--- src/hw/rtl/zbnsb_pkg.sv ---
// Shared types and constants for the zoned bitmap next-set-bit block.
`default_nettype none

package zbnsb_pkg;

   // Field widths of the request, response and register port.
   localparam int CMD_W      = 2;
   localparam int ZSEL_W     = 2;
   localparam int WIDX_W     = 10;
   localparam int VALUE_W    = 32;
   localparam int FRAME_W    = 32;
   localparam int ZCOUNT_W   = 3;
   localparam int CSR_DATA_W = 32;
   localparam int CSR_ADDR_W = 3;

   // Register index as decoded from the register port address.
   localparam logic REG_ZONE_COUNT = 1'b0;

   typedef enum logic [CMD_W-1:0] {
      CMD_LOAD   = 2'd0,
      CMD_BOUNDS = 2'd1,
      CMD_REWIND = 2'd2,
      CMD_NEXT   = 2'd3
   } cmd_type;

   typedef enum logic [2:0] {
      ST_IDLE,
      ST_ZONE,
      ST_READ,
      ST_LOOK,
      ST_DONE
   } state_type;

   // Access strobes from the sequencer to the bitmap memory.
   typedef struct packed {
      logic wr_en;
      logic rd_en;
   } ram_ctl_type;

endpackage

`default_nettype wire

--- src/hw/rtl/zbnsb_lowbit.sv ---
// Finds the index of the lowest set bit of a bitmap word.
`default_nettype none

module zbnsb_lowbit #(
   parameter int W  = 32,
   parameter int IW = $clog2(W)
) (
   input  wire logic [W-1:0]  word,
   output logic               found,
   output logic [IW-1:0]      index
);
   import zbnsb_pkg::*;

   logic [W-1:0] lowest;

   // Two's complement trick leaves only the lowest set bit standing.
   assign lowest = word & (~word + W'(1));
   assign found  = |word;

   always_comb begin
      index = '0;
      for (int i = 0; i < W; i++) begin
         if (lowest[i]) begin
            index = index | IW'(i);
         end
      end
   end

endmodule

`default_nettype wire

--- config.mk ---
export PLATFORM = sky130hd
export DESIGN_NAME = zbnsb_lowbit
export DESIGN_NICKNAME = d
export VERILOG_FILES = /design/src/hw/rtl/zbnsb_pkg.sv /design/src/hw/rtl/zbnsb_lowbit.sv
export SDC_FILE = /design/constraint.sdc
export NUM_CORES = 1
export LEC_CHECK = 0
export BUFFER_PORTS_ARGS = -buffer_cell sky130_fd_sc_hd__buf_2
export CAP_MARGIN = 20
export CORE_UTILIZATION = 30
export DETAILED_ROUTE_END_ITERATION = 10
export GPL_TIMING_DRIVEN = 0
export PLACE_DENSITY = 0.61
export SETUP_SLACK_MARGIN = 0.2
export SLEW_MARGIN = 20
export SYNTH_ARGS = -nofsm -noshare
export SYNTH_HDL_FRONTEND = slang
export SYNTH_SLANG_ARGS = --single-unit
export TNS_END_PERCENT = 10
--- constraint.sdc ---
create_clock -name vclk -period 3.91
set_input_delay 0.1955 -clock vclk [all_inputs]
set_output_delay 0.1955 -clock vclk [all_outputs]
set_load 0.02 [all_outputs]
== Word level (Yosys, flattened, before mapping) ==
Cells that the tools add are included.
Cells by class
  add/subtract/negate cells: 1
  $mul: 0
  div/mod/pow operators: 0
  order comparisons: 0
  eq/ne operators: 0
  shift operators: 0
  mux-type cells: 31
  bitwise operators: 2
  reductions and logical operators: 1
Operators by type and width (count)
  $mux 5: 16
  $add 32x1->32 const B: 1
  $and 32x32->32: 1
  $mux 4: 8
  $not 32->32: 1
  $reduce_or 32->1: 1
  $mux 3: 4
  $mux 2: 2
  $mux 1: 1
Storage, ports and cells
  register bits after elaboration: 0
  bits in latches: 0
  RAM bits: 0
  memory bits (read-only): 0
  output and inout port bits: 6
  memories: 0

== Longest topological paths before layout ==
Gate-level depths: netlist of the first run.
  word-level depth: 34
  mapped depth: 5
  gate-level depth less buffers: 5

== Least setup slack after synthesis of the first run ==
No wires, ideal clock.
  kind: input to output
  start point: input word[21]
  end point: output index[4]
  arrival time: 1.541 ns
  required time: 3.714 ns
  slack: 2.174 ns
  stages: 5
  buffers on the path: 0
  cell sequence: or4_4 > nor2_2 > o211ai_1 > and3_1 > o221ai_1
On the way
  longest elaborated chain between the ends: 14
RTL lines
  start: declaration: line zbnsb_lowbit.sv:8  | input wire logic [W-1:0] word,
  $not 32->32: line zbnsb_lowbit.sv:17  | assign lowest = word & (~word + W'(1));
  $add 32x1->32: line zbnsb_lowbit.sv:17
  $and 32x32->32 *: line zbnsb_lowbit.sv:17
  $mux 5 (10 in a row): line zbnsb_lowbit.sv:23  | if (lowest[i]) begin
  $mux 5 *: line zbnsb_lowbit.sv:23
  end: declaration: line zbnsb_lowbit.sv:10  | output logic [IW-1:0] index
Mark *: on every way between the ends. The rest lies on a longest branch, timed or not.

== Final worst setup path of the first run ==
  start point: input word[7]
  end point: output index[0]
On the way
  longest elaborated chain between the ends: 28
RTL lines (line)
  $not 32->32: zbnsb_lowbit.sv:17
  $add 32x1->32: zbnsb_lowbit.sv:17
  $and 32x32->32 *: zbnsb_lowbit.sv:17
  $mux 3: zbnsb_lowbit.sv:23
  $mux 4 (8 in a row): zbnsb_lowbit.sv:23
  $mux 5 (15 in a row): zbnsb_lowbit.sv:23
  $mux 5 *: zbnsb_lowbit.sv:23
Marks and branches as above.

==> flow_summary.yaml, run 1 <==
global_routing:
  track_usage: 0.169
  grt_pass1_vias: 696
  grt_pass1_wl_um: 2790
  antenna_found_initial: 0
  grt_max_degree: 11
  overflow: 0
pwr:
  p_leak_uw: 0.000332
  ir_worst_vdd_mv: 0.0273
  powerDensity_nw_per_um2: 74.4
floorplan:
  floorplan.initialDensity: 0.330
  ios: 38
  fp.dieH_um: 46.0
  core_um2: 1760
  fp-row-count: 15
  die_area_um2: 2120
  die_w_um: 46.0
timing:
  hold_violations: 0
  max_slew_margin: 0.660
  tns_ns: 0
  setup_viol: 0
  timing.final.ws_setup_ns: 1.92
  period_needed_ns: 1.99
  rsz0062_at_grt: "no"
  slew_viol_final: 0
  period_share: 0.510
  worstMarginPinSlew_ns: 0.505
  fmaxAchievable_mhz: 501
drt:
  drc: 0
  wire_per_inst_um: 11.6
  wl_um: 1750
  via_per_inst: 5.44
  wl_met3_um: 115
  drt-initial-drc-count: 17
  firstDrtPassIters: 4
  ant_nets: 0
  wl_met1_um: 807
  top_layer_used: "met3"
  vias: 822
  met2_length_um: 826
yosys:
  synth_top_area_share: 0.0774
  synthMuxAreaShare: 0
  yosys_warnings: 0
  syn-num-nets: 120
  syn_area_per_cell_um2: 6.61
  syn_area_um2: 582
  synthTopCellsByArea: "nor2_1 7.7%, nand2_1 4.5%, a21oi_1 4.3%"
  yosysUniqueCellTypes: 39
  synthXorXnorAreaFrac: 0
  synth_top_family_by_area: "simple AND/OR/NAND/NOR gates"
  yosys.area.top_type: "nor2_1"
  yosysSeqAreaShare: 0
  syn_inst: 88
  yosys.area_share.adder: 0
  synth_compound_area_frac: 0.323
  synthSimpleGateAreaFrac: 0.645
worst_hold_path:
  holdPathStages: 4
  worstHoldPathType: "in -> out"
cells_and_area:
  n_fill_cell: 214
  final_nets: 160
  design_area_um2: 803
  insertedDiodeCount: 0
  final_common_cell: "buf_2"
  multiInputGateArea_um2: 563
  layout_common_cells: "38 x buf_2, 12 x nor2_1, 7 x nand2_1"
  regArea_um2: 0
  drive_gt1_frac: 0.389
  clkbuf_count: 0
  area_growth_pct: 38.1
  n_sequential_cell: 0
setup_path:
  cp-end-kind: "primary output"
  cp-start-kind: "input port"
  crit_required_ns: 3.71
  critical_path_arrival_ns: 1.80
  cp_max_fo: 10
  critPathKind: "in -> out"
place:
  dp_slack_ns: 1.91
  dpl_cell_area_um2: 803
  io_buffers: 38
  gp_congestion: 0.866
  dp_hpwl_um: 1510
clocking:
  cts-resized-gates: 0
  post_cts_buffers: 0
  hold_buffers: 0
job:
  drv_cap: 0
outcome:
  outcome: "finished, final reports clean"
critical path: stages:
cell and delay [ns]:
buf_2 0.11, nor4_2 0.44, nand4_2 0.22, nor3_4 0.34, and4b_1 0.25, or4_1 0.10
buf_2 0.15
through the flow:
| step | instances | util | hold slack (ns) | power (uW) |
|---|---|---|---|---|
| floorplan | 88 | - | 0.582 | 25.2 |
| detailed placement | 151 | 0.455 | 0.731 | 59.3 |
| CTS | 151 | 0.455 | 0.730 | 59.7 |
| global route | 151 | 0.455 | 0.753 | 66.2 |
| finish | 151 | 0.455 | 0.727 | 59.8 |
| global placement | 151 | 0.455 | 0.726 | 58.4 |
logic make-up (layout without fill, tap and decap cells):
kind of cell           Yosys count  after routing
and+or+nand+nor                 58             58
buffers and inverters            5             43
AOI/OAI and AO/OA               25             25
layer usage:
metal / up-vias / GRT usage
li1: 430 / -
met1: 363 / 0.228
met2: 29 / 0.307
met3: 0 / 0.00397
met4: 0 / 0.0118
met5: - / 0
power by group:
| group | total, uW | switching (uW) | leakage, uW | internal [uW] |
|---|---|---|---|---|
| logic | 59.8 | 33.8 | 0.000332 | 26.0 |
| registers | 0 | 0 | 0 | 0 |
| clock network | 0 | 0 | 0 | 0 |
| total | 59.8 | 33.8 | 0.000332 | 26.0 |
layout make-up:
type	instances	area share
multi-input combinational	83	0.701
timing repair buffer	38	0.237
inverter	5	0.0234
tap	25	0.0389
path summary, 6_finish.rpt:
path,from,to,slack (ns)
worst max-delay path,word[7],index[0],1.92
worst min-delay path,word[31],found,0.73
cells in the mapped netlist, types with 2 or more instances:
| cell type | n |
|---|---|
| a21oi_1 | 5 |
| a31oi_1 | 2 |
| a41oi_1 | 2 |
| and3_1 | 2 |
| inv_1 | 5 |
| nand2_1 | 7 |
| nand2b_1 | 3 |
| nand3_1 | 4 |
| nor2_1 | 12 |
| nor2b_1 | 3 |
| nor3_1 | 4 |
| nor4_1 | 4 |
| nor4_2 | 2 |
| o21bai_1 | 3 |
| o221ai_1 | 2 |
| o32ai_1 | 2 |
| or2_2 | 2 |
| or3_1 | 3 |
Power figures use the tool's default switching activity.
==> run 2, diff against run 1 <==
--- a/config.mk
+++ b/config.mk
@@ -5,12 +5,13 @@
 export SDC_FILE = /design/constraint.sdc
 export NUM_CORES = 1
 export LEC_CHECK = 0
+export ABC_AREA = 1
 export BUFFER_PORTS_ARGS = -buffer_cell sky130_fd_sc_hd__buf_2
 export CAP_MARGIN = 20
 export CORE_UTILIZATION = 30
 export DETAILED_ROUTE_END_ITERATION = 10
 export GPL_TIMING_DRIVEN = 0
-export PLACE_DENSITY = 0.61
+export PLACE_DENSITY = 0.57
 export SETUP_SLACK_MARGIN = 0.2
 export SLEW_MARGIN = 20
 export SYNTH_ARGS = -nofsm -noshare
==> constraint.sdc (replaced) <==
create_clock -name vclk -period 1.7
set_input_delay 0.085 -clock vclk [all_inputs]
set_output_delay 0.085 -clock vclk [all_outputs]
set_load 0.02 [all_outputs]
==> flow_summary.yaml, run 2 <==
global_routing:
  overflow: 0
  grt_max_degree: 10
  track_usage: 0.166
  grt_pass1_wl_um: 4440
  grt_pass1_vias: 1048
  antenna_found_initial: 0
setup_path:
  cp-end-kind: "primary output"
  critical_path_arrival_ns: 1.34
  cp-start-kind: "input port"
  crit_required_ns: 1.62
  critPathKind: "in -> out"
  cp_max_fo: 9
timing:
  fmaxAchievable_mhz: 703
  tns_ns: 0
  period_share: 0.837
  slew_viol_final: 0
  rsz0062_at_grt: "yes"
  finalHoldWorstSlack_ns: 0.533
  hold_violations: 0
  setup_viol: 0
  max_slew_margin: 0.830
  period_needed_ns: 1.42
  worstMarginPinSlew_ns: 0.254
cells_and_area:
  drive_gt1_frac: 0.301
  insertedDiodeCount: 0
  layout_common_cells: "52 x nor2_1, 51 x nand2_1, 38 x buf_2"
  area_growth_pct: 27.3
  final_nets: 260
  final_cells: 257
  post-route-util: 0.409
  final_common_cell: "nor2_1"
  clkbuf_count: 0
  regArea_um2: 0
  n_sequential_cell: 0
worst_hold_path:
  worstHoldPathType: "in -> out"
  holdPathStages: 4
  hold_start: "word[31]"
  hold_end: "found"
drt:
  wire_per_inst_um: 10.4
  vias: 1259
  firstDrtPassIters: 7
  met2_length_um: 1210
  wl_met1_um: 1300
  drt-initial-drc-count: 47
  top_layer_used: "met3"
  ant_nets: 0
  via_per_inst: 4.90
  wl_met3_um: 176
  drc: 2
  wl_um: 2680
place:
  io_buffers: 38
  dp_hpwl_um: 2460
  placedCellCount: 257
  gp_congestion: 0.906
outcome:
  outcome: "complete, but fails checks"
  violations: "DRC"
yosys:
  synth.most_common_cell: "nor2_1"
  syn-num-nets: 220
  synth_top_area_share: 0.237
  yosys_warnings: 0
  synth_common_cells: "57 x nor2_1, 51 x nand2_1, 19 x nand3_1"
  yosysUniqueCellTypes: 19
  yosysSeqAreaShare: 0
  synthTopCellsByArea: "nor2_1 24%, nand2_1 21%, nand3_1 11%"
  syn_area_per_cell_um2: 4.80
  yosys.area.top_type: "nor2_1"
  syn_area_um2: 902
  syn_inst: 188
clocking:
  post_cts_buffers: 0
  cts-resized-gates: 0
  hold_buffers: 0
floorplan:
  die_w_um: 56.8
  fp-row-count: 19
  ios: 38
  fp.dieH_um: 56.8
  floorplan.initialDensity: 0.322
  core_um2: 2810
  die_area_um2: 3230
pwr:
  p_total_uw: 149
  powerDensity_nw_per_um2: 129
  ir_worst_vdd_mv: 0.0452
  p_leak_uw: 0.000647
job:
  drv_cap: 0
==> run 2: changes by cell type after synthesis, moves of 4 or more <==
| cell | delta |
|---|---|
| nand2_1 | +44 |
| inv_1 | +10 |
| nand4_1 | +11 |
| nand2_2 | +4 |
| nor2_1 | +45 |
| nor2_4 | +6 |
| nand3_1 | +15 |
| a21oi_1 | -4 |
| nor4_1 | -4 |
| nor2_2 | +5 |
==> run 2: cell type report <==
class | instances | area (um2)
Timing Repair Buffer | 38 | 190
Tap cell | 31 | 38.8
Multi-Input combinational cell | 171 | 856
Inverter | 17 | 63.8
Fill cell | 341 | 1660
==> run 2: cell families (layout without fill, tap and decap cells) <==
family	after synthesis	in the layout	share of synthesized area
buf+inv	17	55	0.0707
compound gates	5	5	0.0305
simple gates	166	166	0.899
==> run 2: metrics by stage <==
step | worst slack (ns) | cell area (um2)
after global placement | 0.281 | 1130
final | 0.277 | 1150
after CTS | 0.293 | 1130
after floorplan | 0.633 | 902
after detailed placement | 0.291 | 1130
after global routing | 0.192 | 1150
==> run 2: worst max path at each step <==
stage                 start       end  cells after the start
floorplan           word[3]  index[4]                      9
global placement    word[7]  index[4]                     11
detailed placement  word[7]  index[4]                     11
CTS                 word[7]  index[4]                     11
global route        word[7]  index[4]                     11
finish              word[7]  index[4]                     11
==> run 2: critical path: stages <==
cell,delay [ns]
buf_2,0.12
nor2_2,0.19
nand2_2,0.12
nor2_8,0.17
nand2_4,0.06
nor2_4,0.11
o21ai_1,0.09
nand2_1,0.08
nor2_1,0.06
nand3_1,0.08
buf_2,0.16
==> run 2: routing by layer <==
metal  vias to the layer above  global-route usage
met5                         -                   0
met4                         0                   0
met3                         0             0.00461
met2                        41               0.274
met1                       538               0.253
li1                        680                   -
==> run 2: where the power goes <==
group	internal, uW	total, uW	switching (uW)	leakage [uW]
Sequential	0	0	0	0
Clock	0	0	0	0
Combinational	55.6	149	93.1	0.000647
Total	55.6	149	93.1	0.000647
==> run 3, diff against run 2 <==
--- a/config.mk
+++ b/config.mk
@@ -5,13 +5,13 @@
 export SDC_FILE = /design/constraint.sdc
 export NUM_CORES = 1
 export LEC_CHECK = 0
-export ABC_AREA = 1
+export ABC_AREA = 0
 export BUFFER_PORTS_ARGS = -buffer_cell sky130_fd_sc_hd__buf_2
 export CAP_MARGIN = 20
 export CORE_UTILIZATION = 30
 export DETAILED_ROUTE_END_ITERATION = 10
 export GPL_TIMING_DRIVEN = 0
-export PLACE_DENSITY = 0.57
+export PLACE_DENSITY = 0.64
 export SETUP_SLACK_MARGIN = 0.2
 export SLEW_MARGIN = 20
 export SYNTH_ARGS = -nofsm -noshare
==> constraint.sdc (replaced) <==
create_clock -name vclk -period 1.3
set_input_delay 0.065 -clock vclk [all_inputs]
set_output_delay 0.065 -clock vclk [all_outputs]
set_load 0.02 [all_outputs]
==> flow_summary.yaml, run 3 (synthesis results as in run 1) <==
floorplan:
  floorplan.initialDensity: 0.330
  fp.dieH_um: 46.0
  die_w_um: 46.0
  die_area_um2: 2120
  ios: 38
  fp-row-count: 15
  core_um2: 1760
setup_path:
  critPathSlowestCell: "or4_4"
  cpLargestDelayFamily: "simple AND/OR/NAND/NOR gates"
  path_buf_inv: 2
  cp_max_fo: 4
  path_cells: "buf_8 > or4_4 > nor2_4 > o211ai_1 > a311oi_1 > or4_1 > buf_6"
  critPathMaxStageDelay_ns: 0.58
  critPathKind: "in -> out"
  cp-start-kind: "input port"
  crit_required_ns: 1.24
  cp-end-kind: "primary output"
  cp.depth: 7
  critical_path_arrival_ns: 1.58
  timing.critical_path.to: "index[0]"
  crit_start: "word[18]"
cells_and_area:
  insertedDiodeCount: 0
  layout_common_cells: "31 x buf_2, 12 x nor2_1, 10 x buf_4"
  final_nets: 168
  n_fill_cell: 186
  post-route-util: 0.552
  drive_gt1_frac: 0.463
  clkbuf_count: 0
  area_growth_pct: 67.5
  final_cells: 159
  regArea_um2: 0
  final_common_cell: "buf_2"
  n_sequential_cell: 0
drt:
  top_layer_used: "met4"
  via_per_inst: 5.45
  drc: 0
  wl_um: 1870
  met2_length_um: 888
  vias: 867
  wl_met1_um: 859
  wire_per_inst_um: 11.8
  firstDrtPassIters: 4
  drt-initial-drc-count: 12
  wl_met3_um: 104
  ant_nets: 0
timing:
  hold_violations: 0
  worstMarginPinSlew_ns: 0.318
  slew_viol_final: 0
  rsz0062_at_grt: "yes"
  period_needed_ns: 1.65
  setup_viol: 6
  timing.final.ws_setup_ns: -0.350
  tns_ns: -1.46
  fmaxAchievable_mhz: 606
  max_slew_margin: 0.786
  period_share: 1.27
clocking:
  hold_buffers: 0
place:
  placedCellCount: 151
  gp_congestion: 0.825
  io_buffers: 38
  dp_hpwl_um: 1480
global_routing:
  grt_pass1_wl_um: 3110
  grt_pass1_vias: 818
  track_usage: 0.189
  overflow: 0
  grt_max_degree: 9
  antenna_found_initial: 0
pwr:
  powerDensity_nw_per_um2: 219
  ir_worst_vdd_mv: 0.129
  p_leak_uw: 0.000398
worst_hold_path:
  worstHoldPathType: "in -> out"
job:
  drv_cap: 0
outcome:
  outcome: "complete, but fails checks"
  violations: "setup timing"
## run 3: worst min-delay path by stage
stage | from | endpoint | depth (start not counted)
2_1_floorplan | word[31] | found | 2
3_3_place_gp | word[31] | found | 4
3_5_place_dp | word[31] | found | 4
4_1_cts | word[31] | found | 4
5_1_grt | word[31] | found | 4
6_report | word[31] | found | 4
## run 3: cell type report
class / instances / area [um2] / share of cell area
multi-input cells: 83 / 634 / 0.651
repair buffers: 46 / 290 / 0.298
inverters: 5 / 18.8 / 0.0193
well taps: 25 / 31.3 / 0.0321
## run 3: power breakdown
part | switching (uW) | leakage, uW | internal, uW
Clock | 0 | 0 | 0
Sequential | 0 | 0 | 0
Combinational | 117 | 0.000398 | 96.5
## run 3: timing repair
action | 4_1_cts | 5_1_grt
gates resized for setup | 17 | 2
endpoints found under the setup margin | 6 | 6
pin swaps | 10 | 5
buffers inserted | 7 | 1
gates cloned | 0 | 0
## run 3: through the flow
step                setup slack (ns)  total power, uW  area (um2)  hold slack [ns]
finish                        -0.350              213         975            0.462
global route                  -0.402              233         975            0.503
CTS                           -0.330              207         955            0.470
detailed placement            -0.480              180         818            0.468
global placement              -0.480              177         818            0.457
floorplan                     -0.115             77.6         597            0.321
## run 3: metal layers
metal  vias to the layer above  track usage
met3                         2      0.00397
li1                        449            -
met1                       384        0.257
met5                         -            0
met4                         0       0.0294
met2                        32        0.332
